$ cat src/design/tlvdie_pkg.sv
// Package for the TLV die-record ID extractor.
// Holds the transaction payload types and the shared constants; no dependencies.
package tlvdie_pkg;

	localparam int unsigned CapBytes = 12;
	localparam int unsigned CapIdxW  = $clog2(CapBytes);
	localparam logic [CapIdxW-1:0] CapLastIdx = CapIdxW'(CapBytes - 1);
	localparam logic [7:0] RecordTagReset = 8'd8;

	typedef struct packed {
		logic [7:0] data_byte;
		logic       region_end;
	} in_item_t;

	typedef struct packed {
		logic [63:0] device_id;
		logic        found;
	} out_item_t;

endpackage

$ cat src/design/tlv_die_record_id_extractor.sv
// Top level of the TLV die-record ID extractor.
// Depends on tlvdie_pkg and tlvdie_capture.
//
// The block parses a tag-length-value byte region arriving one byte per input
// transaction on in_valid / in_stall / in_item. A record whose tag equals the
// configured record tag has its length byte ignored and its next twelve bytes
// captured: wafer, X and Y words (little-endian), then six lot bytes. When the
// twelfth byte arrives, one result transaction carries the combined 64-bit ID
// with found set. If the region ends (region_end set) before any record was
// completed, one result with a zero ID and found clear is produced instead.
// Every region therefore yields exactly one result, and parsing restarts
// after its last byte.
// Results leave on out_valid / out_stall / out_item from the output register.
// A byte is accepted every cycle; the only limit is the output register plus a
// one-entry skid register, so in_stall rises only when the skid register holds
// a result that the receiver has not yet taken.
// The record tag is written on cfg_valid / cfg_ready / cfg_data, which is
// always ready. Reset sets the tag to 8, returns the parser to expecting a
// tag and empties both output registers. Captured bytes are not reset; they
// are only read once all twelve have been written.
module tlv_die_record_id_extractor (
	input  logic                   clk,
	input  logic                   arst_n,
	input  logic                   in_valid,
	output logic                   in_stall,
	input  tlvdie_pkg::in_item_t   in_item,
	output logic                   out_valid,
	input  logic                   out_stall,
	output tlvdie_pkg::out_item_t  out_item,
	input  logic                   cfg_valid,
	output logic                   cfg_ready,
	input  logic [7:0]             cfg_data
);
	import tlvdie_pkg::*;

	typedef enum logic [2:0] {
		PH_TAG,
		PH_LEN,
		PH_SKIP,
		PH_CAP,
		PH_DONE
	} phase_t;

	phase_t     phase_q;
	logic [7:0] byte_count_q;
	logic       pending_match_q;
	logic [7:0] record_tag_q;

	logic       out_valid_q;
	out_item_t  out_item_q;
	logic       skid_valid_q;
	out_item_t  skid_item_q;

	logic       in_accept;
	logic       cap_wr;
	logic       cap_done;
	logic       emit;
	out_item_t  result;
	logic [63:0] cap_id;

	assign cfg_ready = 1'b1;
	assign in_stall  = skid_valid_q;
	assign in_accept = in_valid && !skid_valid_q;
	assign out_valid = out_valid_q;
	assign out_item  = out_item_q;

	always_ff @(posedge clk or negedge arst_n) begin
		if (!arst_n) begin
			record_tag_q <= RecordTagReset;
		end else if (cfg_valid) begin
			record_tag_q <= cfg_data;
		end
	end

	// Capture writes land at the running capture count; the count never passes
	// the last capture slot while in the capture phase.
	assign cap_wr   = in_accept && (phase_q == PH_CAP);
	assign cap_done = cap_wr && (byte_count_q[CapIdxW-1:0] == CapLastIdx);

	tlvdie_capture u_capture (
		.clk       (clk),
		.wr_en     (cap_wr),
		.wr_idx    (byte_count_q[CapIdxW-1:0]),
		.wr_byte   (in_item.data_byte),
		.device_id (cap_id)
	);

	// A completed record always wins; otherwise the end of a region without a
	// record produces the empty result.
	always_comb begin
		emit = 1'b0;
		result.device_id = cap_id;
		result.found = 1'b1;
		if (cap_done) begin
			emit = 1'b1;
		end else if (in_accept && in_item.region_end && (phase_q != PH_DONE)) begin
			emit = 1'b1;
			result.device_id = '0;
			result.found = 1'b0;
		end
	end

	always_ff @(posedge clk or negedge arst_n) begin
		if (!arst_n) begin
			phase_q <= PH_TAG;
			byte_count_q <= '0;
			pending_match_q <= 1'b0;
		end else if (in_accept) begin
			if (in_item.region_end) begin
				phase_q <= PH_TAG;
				byte_count_q <= '0;
				pending_match_q <= 1'b0;
			end else begin
				unique case (phase_q)
					PH_TAG: begin
						pending_match_q <= (in_item.data_byte == record_tag_q);
						phase_q <= PH_LEN;
					end
					PH_LEN: begin
						priority if (pending_match_q) begin
							byte_count_q <= '0;
							phase_q <= PH_CAP;
						end else if (in_item.data_byte == 8'd0) begin
							phase_q <= PH_TAG;
						end else begin
							byte_count_q <= in_item.data_byte;
							phase_q <= PH_SKIP;
						end
					end
					PH_SKIP: begin
						byte_count_q <= byte_count_q - 8'd1;
						if (byte_count_q == 8'd1) begin
							phase_q <= PH_TAG;
						end
					end
					PH_CAP: begin
						byte_count_q <= byte_count_q + 8'd1;
						if (cap_done) begin
							phase_q <= PH_DONE;
						end
					end
					PH_DONE: begin
						phase_q <= PH_DONE;
					end
					default: begin
						phase_q <= PH_TAG;
					end
				endcase
			end
		end
	end

	// Output register with a one-entry skid register behind it.
	always_ff @(posedge clk or negedge arst_n) begin
		if (!arst_n) begin
			out_valid_q <= 1'b0;
			skid_valid_q <= 1'b0;
		end else begin
			if (!out_valid_q || !out_stall) begin
				if (skid_valid_q) begin
					out_valid_q <= 1'b1;
					skid_valid_q <= 1'b0;
				end else begin
					out_valid_q <= emit;
				end
			end else if (emit) begin
				skid_valid_q <= 1'b1;
			end
		end
	end

	always_ff @(posedge clk) begin
		if (!out_valid_q || !out_stall) begin
			if (skid_valid_q) begin
				out_item_q <= skid_item_q;
			end else if (emit) begin
				out_item_q <= result;
			end
		end else if (emit) begin
			skid_item_q <= result;
		end
	end

endmodule

$ cat src/design/tlvdie_capture.sv
// Capture store for the twelve die-record bytes and the ID combiner.
// Depends on tlvdie_pkg.
module tlvdie_capture (
	input  logic                             clk,
	input  logic                             wr_en,
	input  logic [tlvdie_pkg::CapIdxW-1:0]   wr_idx,
	input  logic [7:0]                       wr_byte,
	output logic [63:0]                      device_id
);
	import tlvdie_pkg::*;

	logic [7:0] record_bytes_q [CapBytes];
	logic [15:0] wafer;
	logic [15:0] xpos;
	logic [15:0] ypos;
	logic [47:0] lot;

	always_ff @(posedge clk) begin
		if (wr_en) begin
			record_bytes_q[wr_idx] <= wr_byte;
		end
	end

	// The last lot byte is the byte arriving now, so the ID is ready on that same transaction.
	always_comb begin
		wafer = {record_bytes_q[1], record_bytes_q[0]};
		xpos  = {record_bytes_q[3], record_bytes_q[2]};
		ypos  = {record_bytes_q[5], record_bytes_q[4]};
		lot   = {record_bytes_q[6], record_bytes_q[7], record_bytes_q[8],
			record_bytes_q[9], record_bytes_q[10], wr_byte};
		device_id = {lot, wafer} ^ {16'h0000, xpos, 16'h0000, ypos};
	end

endmodule

$ cat config.mk
export PLATFORM = sky130hd
export DESIGN_NAME = tlv_die_record_id_extractor
export DESIGN_NICKNAME = d
export VERILOG_FILES = /design/src/design/tlvdie_pkg.sv /design/src/design/tlv_die_record_id_extractor.sv /design/src/design/tlvdie_capture.sv
export SDC_FILE = /design/constraint.sdc
export NUM_CORES = 1
export LEC_CHECK = 0
export BUFFER_PORTS_ARGS = -buffer_cell sky130_fd_sc_hd__buf_2
export CAP_MARGIN = 20
export CORE_MARGIN = 2
export CORE_UTILIZATION = 54
export DETAILED_ROUTE_END_ITERATION = 10
export PLACE_DENSITY = 0.84
export SLEW_MARGIN = 20
export SYNTH_ARGS = -nofsm -noshare
export SYNTH_HDL_FRONTEND = slang
export SYNTH_SLANG_ARGS = --single-unit
export TNS_END_PERCENT = 20
$ cat constraint.sdc
create_clock -name clk -period 5.6 [get_ports clk]
set_input_delay 1.12 -clock clk [delete_from_list [all_inputs] [get_ports clk]]
set_output_delay 1.12 -clock clk [all_outputs]
set_load 0.03 [all_outputs]
Word-level counts from Yosys, hierarchy flattened
Memories as Yosys holds them, arrays and structs flattened.
Cells that the tools add are included.
{ "totals": {"ff_bits": 152, "ram_bits": 96, "in_bits": 22, "memories": 1} }
{ "memory_table": {"columns": ["memory", "depth", "width", "read_ports", "rd_ports_with_merged_regs", "write_ports", "line", "text"], "rows": [
  ["u_capture.record_bytes_q", 12, 8, 11, 0, 1, "tlvdie_capture.sv:12", "logic [7:0] record_bytes_q [CapBytes];"]
]} }
{ "op_classes": {"n_addsub": 2, "n_eq_ne": 11, "mux": 23, "n_bitwise": 2, "n_reduce_logical": 20} }
{ "ops": {"columns": ["cell", "n"], "rows": [
  ["2-to-1 mux 65 bit", 4],
  ["bitwise XOR 64 x 48 -> 64 bit", 1],
  ["2-to-1 mux 8 bit", 3],
  ["case mux 8 bit (3 select lines)", 1],
  ["case mux 3 bit (5 select lines)", 1],
  ["2-to-1 mux 1 bit", 9],
  ["2-to-1 mux 3 bit", 3],
  ["!= test 3 bit (second input constant)", 3],
  ["adder 8 x 1 -> 8 bit (second input constant)", 1],
  ["equality test 8 x 1 -> 1 bit (second input constant)", 1],
  ["equality test 8 bit", 1],
  ["zero test 8 bit", 1],
  ["subtractor 8 x 1 -> 8 bit (second input constant)", 1],
  ["equality test 3 x 2 -> 1 bit (second input constant)", 2],
  ["AND reduction 2 bit", 3],
  ["AND reduction 3 bit", 2],
  ["nonzero test 2 bit", 3],
  ["logical AND 1 bit", 5],
  ["equality test 4 bit (second input constant)", 1],
  ["2-to-1 mux 2 bit", 2],
  ["!= test 4 bit (second input constant)", 1],
  ["nonzero test 4 bit", 1],
  ["equality test 3 x 1 -> 1 bit (second input constant)", 1],
  ["equality test 3 bit (second input constant)", 1],
  ["other kinds (4)", 6]
]} }

Depth between registers and ports, before layout
Gate-level depths: netlist of the first run.
{ "logic_depth": {"word_depth": 8, "depth_mapped": 9} }

By module
A second synthesis of the first run with hierarchy kept.
{ "unflattened": {"cells_unflattened": 616, "hier_area_um2": 9995.8} }
{ "modules_own_cells": {"columns": ["mod", "instances", "cells_each", "area_per_inst_um2", "seq_area_each_um2"], "rows": [
  ["tlv_die_record_id_extractor", 1, 447, 6742.7, 4455.5],
  ["tlvdie_capture", 1, 169, 3253.1, 2642.5]
]} }

Worst setup path after synthesis of the first run
OpenSTA, ideal clock, no wires.
{ "synth_path": {"kind": "in2reg", "startpoint": "input port in_valid", "endpoint": "register out_item_q, in the netlist out_item[0], enable pin", "setup_ns": 0.509, "arrival_time_ns": 4.849, "t_required_ns": 5.091, "path_slack_ns": 0.242, "cell_stages": 4, "cell_sequence": "nor2b_1 nand4_1 nor3b_1 a21oi_1"} }
{ "synth_between": {"elab_chain_len": 7} }
{ "synth_rtl": {"columns": ["item", "line", "text"], "rows": [
  ["start, declared", "tlv_die_record_id_extractor.sv:24", "input logic in_valid,"],
  ["logical AND 1 bit (*)", "tlv_die_record_id_extractor.sv:63", "assign in_accept = in_valid && !skid_valid_q;"],
  ["logical AND 1 bit (2 in a row)", "tlv_die_record_id_extractor.sv:96", "end else if (in_accept && in_item.region_end && (phase_q != PH_DONE)) begin"],
  ["2-to-1 mux 1 bit", "tlv_die_record_id_extractor.sv:96", null],
  ["2-to-1 mux 1 bit (*)", "tlv_die_record_id_extractor.sv:94", "if (cap_done) begin"],
  ["nonzero test 2 bit (no line) (*)", null, null],
  ["AND reduction 2 bit (no line) (*)", null, null],
  ["end signal, assigned", "tlv_die_record_id_extractor.sv:175", "out_item_q <= skid_item_q;"],
  ["end signal, assigned", "tlv_die_record_id_extractor.sv:177", "out_item_q <= result;"],
  ["end, declared", "tlv_die_record_id_extractor.sv:50", "out_item_t out_item_q;"]
]} }
Every way passes the cells marked *; elsewhere a longest branch is shown, timed or not.
A chain may end at the register's enable or synchronous reset.

Final worst setup path of the first run
{ "layout_path": {"startpoint": "register skid_valid_q (netlist: in_stall)", "endpoint": "output port in_stall"} }
{ "layout_lines": {"columns": ["item", "line", "text"], "rows": [
  ["start, declared", "tlv_die_record_id_extractor.sv:51", "logic skid_valid_q;"],
  ["start signal, assigned", "tlv_die_record_id_extractor.sv:157", "skid_valid_q <= 1'b0;"],
  ["start signal, assigned", "tlv_die_record_id_extractor.sv:162", "skid_valid_q <= 1'b0;"],
  ["start signal, assigned", "tlv_die_record_id_extractor.sv:167", "skid_valid_q <= 1'b1;"],
  ["end, declared", "tlv_die_record_id_extractor.sv:25", "output logic in_stall,"]
]} }
No word-level cell between the ends.

==> run_results.csv, run 1 <==
group,metric,value,unit
outcome,status,"finished, final reports clean",
timing,tightestPinTransition,1.09,ns
logic_synthesis,synth_edf_count,218,
floorplanning,io_pins,90,
place,placed_cell_area,10300,um2
timing,setup_tns,0,ns
critical_path,startpoint_type,"register",
cells_and_area,stdcell_count,950,
critical_path,crit_required,4.48,ns
cts,clkLatencyLatePin,0.50,ns
worst_hold_path,holdPathStages,2,
critical_path,r2r_cells,5,
critical_path,path_max_fanout,101,
critical_path,crit_type,"reg -> out",
cts,clockRootBuffer,"clkbuf_16",
cts,cts_setup_buffers,0,
cells_and_area,fin_nets,734,
worst_hold_path,hold_start,"skid_item_q[48]",
timing,hold_violations,0,
cells_and_area,stdcell_area,11000,um2
logic_synthesis,async_flop_share,0.0917,
cts,h-tree-depth,1,
timing,relSlewSlack,0.275,
detailed_routing,drt_iter0_drc,478,
detailed_routing,ant_nets,0,
logic_synthesis,ys_types,56,
floorplanning,core_area,17800,um2
critical_path,timing.rr.start,"byte_count_q[2]",
critical_path,worstPathArrival,2.08,ns
detailed_routing,drc,0,
global_route,grt_pass1_wl,29.8,mm
place,pre_cts_slack,1.97,ns
place,place_inst,911,
pwr,max-vdd-ir-drop,210,uV
pwr,pwr_density_cell,362,nW/um2
global_route,grt_usage,0.198,
critical_path,crit_path_end_kind,"output port",
floorplanning,dieArea,19100,um2
global_route,grt_max_degree,102,
logic_synthesis,ys_seq_area_frac,0.731,
global_route,grt_pass1_vias,5423,
cts,cts_buffers,23,
cts,cts_tree,"built",
timing,finalCriticalPeriod,3.20,ns
logic_synthesis,synth_nets,652,
critical_path,r2r_setup_slack,2.44,ns
timing,slew_viol_final,0,
detailed_routing,wirelength,18.7,mm
worst_hold_path,hp-class,"reg -> reg",
cells_and_area,drive_gt1_frac,0.264,
cells_and_area,area_delta_synth_final,13.4,%
floorplanning,initial_utilization,0.546,
global_route,grt_antenna_before_repair,0,
global_route,overflow,0,
detailed_routing,num_vias,5444,
timing,finalWorstSetupSlack,2.40,ns
pwr,leakagePower,3.87,nW
timing,setup_viol_count_final,0,
floorplanning,dieWidth,138,um
timing,rsz0062_at_grt,"no",
worst_hold_path,min_delay_worst_endpoint,"out_item[48]",
logic_synthesis,synth_cells,625,
run,drv_cap,0,
critical_path,reg2reg_to,"out_item[34]",
cts,clkTransAtPathRegs,0.06,ns
timing,fin_crit_sh,0.571,
detailed_routing,wl_per_cell,19.7,um
cells_and_area,antenna_cells,0,
place,hpwl,11.3,mm
timing,final.setup_skew,0.0127,ns
place,io_buffers,88,
detailed_routing,avgViaCountPerCell,5.73,
logic_synthesis,syn_avg_cell_area,15.5,um2
floorplanning,die_y,138,um
logic_synthesis,ys_warn_count,0,
logic_synthesis,ys_ff_latch,240,
detailed_routing,dr.pass1.iters,5,
floorplanning,fp-row-count,49,
cts,clock_sinks,240,
place,place.gp.congestion,0.848,
logic_synthesis,synthesis.area,9710,um2
cts,cts_hold_buf,0,
cts,cts_buffer_depth,3,
logic_synthesis,synthFlopType,"edfxtp_1",
timing,max_freq,0.313,GHz
cts,cts_resized,0,
[final cells by class]
type / instances / area [um2]
clock buffer: 27 / 591
clock inverter: 12 / 105
fill: 1242 / 6760
inverter: 7 / 28.8
multi-input combinational: 343 / 2440
sequential: 240 / 7100
tap: 229 / 287
timing repair buffer: 92 / 470
[cells in the final DEF, fill, tap and decap left out, types with 2 or more instances in the layout]
cell type  netlist  routed
a21o_1           2       2
a21oi_1         11       9
a21oi_4          0       2
a31o_2           2       2
and2_1          19      18
and2_4          16      16
and3_1           6       6
and4_1           3       3
buf_2           11      88
buf_4            1       4
bufinv_16        0       2
clkbuf_1        19       4
clkbuf_16        0      23
clkinv_1         0       7
clkinv_2         0       2
dfrtp_1         21      20
edfxtp_1       218     218
ha_1             5       5
inv_1            6       6
mux2_2          39      39
nand2_1         44      44
nand2b_1         5       5
nand3_1          5       5
nand3b_1         5       5
nand4_1          3       3
nor2_1          48      48
nor2b_1          4       4
nor3_1           4       3
nor3b_1          2       2
nor4_1           2       2
o211a_1          2       2
o211ai_1         2       2
o21ai_0         13      13
o31ai_1         36      36
xnor2_1         36      36
xor2_1           7       7
[routing by layer]
| metal | share of wire | GRT usage | vias up |
|---|---|---|---|
| met4 | 0.029 | 0.0677 | 0 |
| met1 | 0.40 | 0.259 | 2691 |
| met2 | 0.50 | 0.339 | 217 |
| met5 | 0 | 0 | - |
| li1 | - | - | 2484 |
| met3 | 0.063 | 0.0329 | 52 |
[kinds of logic (layout without fill, tap and decap cells)]
group / count (synthesis) / count (layout) / synth area share
AO/OA/AOI/OAI: 84 / 84 / 0.0645
XOR/XNOR: 43 / 43 / 0.0388
flip-flops: 240 / 240 / 0.731
buffers and inverters: 42 / 138 / 0.0214
other: 1 / 1 / 0.000386
AND/OR/NAND/NOR: 171 / 171 / 0.0926
adder cells (fa/ha/maj): 5 / 5 / 0.00644
multiplexers: 39 / 39 / 0.0452
[state kept, by name, summed over array words and instances, names as in the netlist]
register                  count
byte_count_q                  8
out_item                     65
skid_item_q                  65
out_valid                     1
record_tag_q                  8
phase_q                       3
in_stall                      1
u_capture.record_bytes_q     88
pending_match_q               1
[metrics by stage]
stage	power, W	hold WS [ns]	utilization
floorplan	0.00244	0.475	-
global placement	0.00254	0.509	0.580
detailed placement	0.00256	0.515	0.580
CTS	0.00400	0.529	0.620
global route	0.00412	0.537	0.620
finish	0.00398	0.525	0.620
[critical path, cell delays in order, from the launching register on]
cell	delay, ns
dfrtp_4	0.41
buf_4	0.77
buf_2	0.35
[synth_stat cells, types with 13 or more instances]
cell type	count	area [um2]
edfxtp_1	218	6550
nor2_1	48	180
nand2_1	44	165
mux2_2	39	439
o31ai_1	36	270
xnor2_1	36	315
dfrtp_1	21	526
and2_1	19	119
clkbuf_1	19	71.3
and2_4	16	140
o21ai_0	13	65.1
[power by group]
group          switching (W)  leakage, nW  internal [W]
combinational       0.000275         1.26      0.000139
clock               0.000617        0.340      0.000841
sequential         0.0000700         2.27       0.00204
total               0.000962         3.87       0.00302
[how the worst max path moves through the flow]
stage | from | to | slack, ns | cells after the start
finish | in_stall | in_stall | 2.40 | 2
global route | byte_count_q[0] | out_item[15] | 2.19 | 5
CTS | in_stall | in_stall | 2.38 | 2
detailed placement | in_valid | out_item[39] | 1.97 | 6
global placement | in_valid | out_item[39] | 2.12 | 6
floorplan | in_valid | out_item[0] | 0.24 | 4
(Power assumes the default switching activity.)
==> run 2: changes to the inputs <==
==> constraint.sdc (replaced) <==
create_clock -name clk -period 3.3 [get_ports clk]
set_input_delay 0.66 -clock clk [delete_from_list [all_inputs] [get_ports clk]]
set_output_delay 0.66 -clock clk [all_outputs]
set_load 0.03 [all_outputs]
==> run_results.csv, run 2 (synthesis gave the netlist of run 1 again) <==
group,metric,value,unit
outcome,status,"finished, final reports clean",
timing,relSlewSlack,0.550,
cts,clkTransAtPathRegs,0.07,ns
timing,max_freq,0.349,GHz
cts,h-tree-depth,1,
detailed_routing,wl_per_cell,19.1,um
critical_path,crit_required,2.64,ns
cells_and_area,area_delta_synth_final,14.3,%
critical_path,path_buf_inv,2,
timing,holdWs,0.137,ns
cts,cts_resized,0,
cells_and_area,drive_gt1_frac,0.276,
floorplanning,dieWidth,138,um
timing,hold_violations,0,
cts,clkLatencyLatePin,0.50,ns
detailed_routing,drt_iter0_drc,466,
floorplanning,initial_utilization,0.546,
global_route,overflow,0,
critical_path,worstPathArrival,2.20,ns
cts,cts_buffers,23,
cts,cts_buffer_depth,3,
cells_and_area,final_cell_mix,"edfxtp_1 (218), buf_2 (88), nor2_1 (48), nand2_1 (44), mux2_2 (39)",
pwr,leakagePower,3.91,nW
detailed_routing,wirelength,18.3,mm
global_route,grt_max_degree,66,
timing,fin_crit_sh,0.868,
critical_path,startpoint_type,"register",
floorplanning,fp-row-count,49,
cells_and_area,mostFrequentLayoutCell,"edfxtp_1",
run,drv_cap,0,
critical_path,critPathTopFamily,"buffers and inverters",
timing,final.setup_skew,0.0131,ns
critical_path,path_max_fanout,57,
critical_path,cp_slowest_stage_delay,0.72,ns
timing,setup_viol_count_final,0,
critical_path,crit_path_end_kind,"output port",
floorplanning,io_pins,90,
floorplanning,die_y,138,um
critical_path,cp-startpoint,"in_stall",
detailed_routing,avgViaCountPerCell,5.62,
floorplanning,dieArea,19100,um2
critical_path,cp_slowest_cell,"dfrtp_4",
detailed_routing,ant_nets,0,
timing,tightestPinTransition,0.673,ns
critical_path,r2r_setup_slack,0.85,ns
place,hpwl,11.4,mm
cells_and_area,regMostFlops,"u_capture.record_bytes_q",
critical_path,cp.depth,2,
cts,cts_tree,"built",
timing,slew_viol_final,0,
timing,rsz0062_at_grt,"no",
pwr,total_power,0.00685,W
global_route,grt_pass1_wl,29.3,mm
critical_path,crit_chain,"buf_4 > buf_2",
detailed_routing,num_vias,5357,
cts,clock_sinks,240,
timing,finalCriticalPeriod,2.86,ns
critical_path,r2r_cells,5,
detailed_routing,dr.pass1.iters,5,
cells_and_area,fin_nets,738,
pwr,max-vdd-ir-drop,325,uV
cells_and_area,antenna_cells,0,
cts,cts_hold_buf,0,
cells_and_area,utilization,0.625,
cells_and_area,largest_reg_flops,88,
place,io_buffers,88,
global_route,grt_usage,0.193,
pwr,pwr_density_cell,617,nW/um2
worst_hold_path,hp-class,"in -> async",
cts,cts_setup_buffers,0,
global_route,grt_pass1_vias,5409,
global_route,grt_antenna_before_repair,0,
cts,clockRootBuffer,"clkbuf_16",
floorplanning,core_area,17800,um2
place,place.gp.congestion,0.874,
critical_path,timing.rr.start,"byte_count_q[0]",
critical_path,crit_type,"reg -> out",
detailed_routing,drc,0,
==> run 2: final timing paths <==
check	endpoint
worst max-delay path	in_stall
worst min-delay path	byte_count_q[2]
worst max register to register	out_item[34]
worst min register to register	record_tag_q[0]
max in group asynchronous	in_stall
min in group clk	record_tag_q[3]
==> run 2: cell type report <==
| class | count | area [um2] |
|---|---|---|
| clock buffer | 26 | 587 |
| sequential | 240 | 7100 |
| tap | 229 | 287 |
| fill | 1227 | 6670 |
| multi-input combinational | 343 | 2430 |
| timing repair buffer | 96 | 526 |
| clock inverter | 13 | 146 |
| inverter | 7 | 28.8 |
==> run 2: per-layer routing <==
layer / up-vias / wire length, um / track usage
li1: 2494 / - / -
met3: 39 / 997 / 0.0333
met1: 2646 / 7340 / 0.251
met4: 0 / 450 / 0.0709
met5: - / 0 / 0
met2: 178 / 9470 / 0.329
==> run 2: worst reg2reg max path: cells and delay by family, from the launching register on <==
| family | cells | cell delay (ns) |
|---|---|---|
| buffers and inverters | 1 | 0.26 |
| adders and majority gates | 1 | 0.43 |
| and+or+nand+nor | 2 | 0.61 |
| AOI/OAI and AO/OA | 1 | 0.38 |
| DFF | 1 | 0.57 |
==> run 2: report_power, final <==
part	internal, W	switching (W)
Clock	0.00151	0.00106
Sequential	0.00346	0.000124
Combinational	0.000242	0.000455
Total	0.00522	0.00164
==> run 2: per-stage QoR <==
step           worst slack [ns]  area (um2)  TNS, ns  cells
5_1_grt                   0.340       11100        0    954
4_1_cts                   0.447       11100        0    954
2_1_floorplan          -0.00934        9730   -0.607    625
3_3_place_gp              0.889       10400        0    915
6_report                  0.436       11100        0    954
3_5_place_dp              0.840       10400        0    915
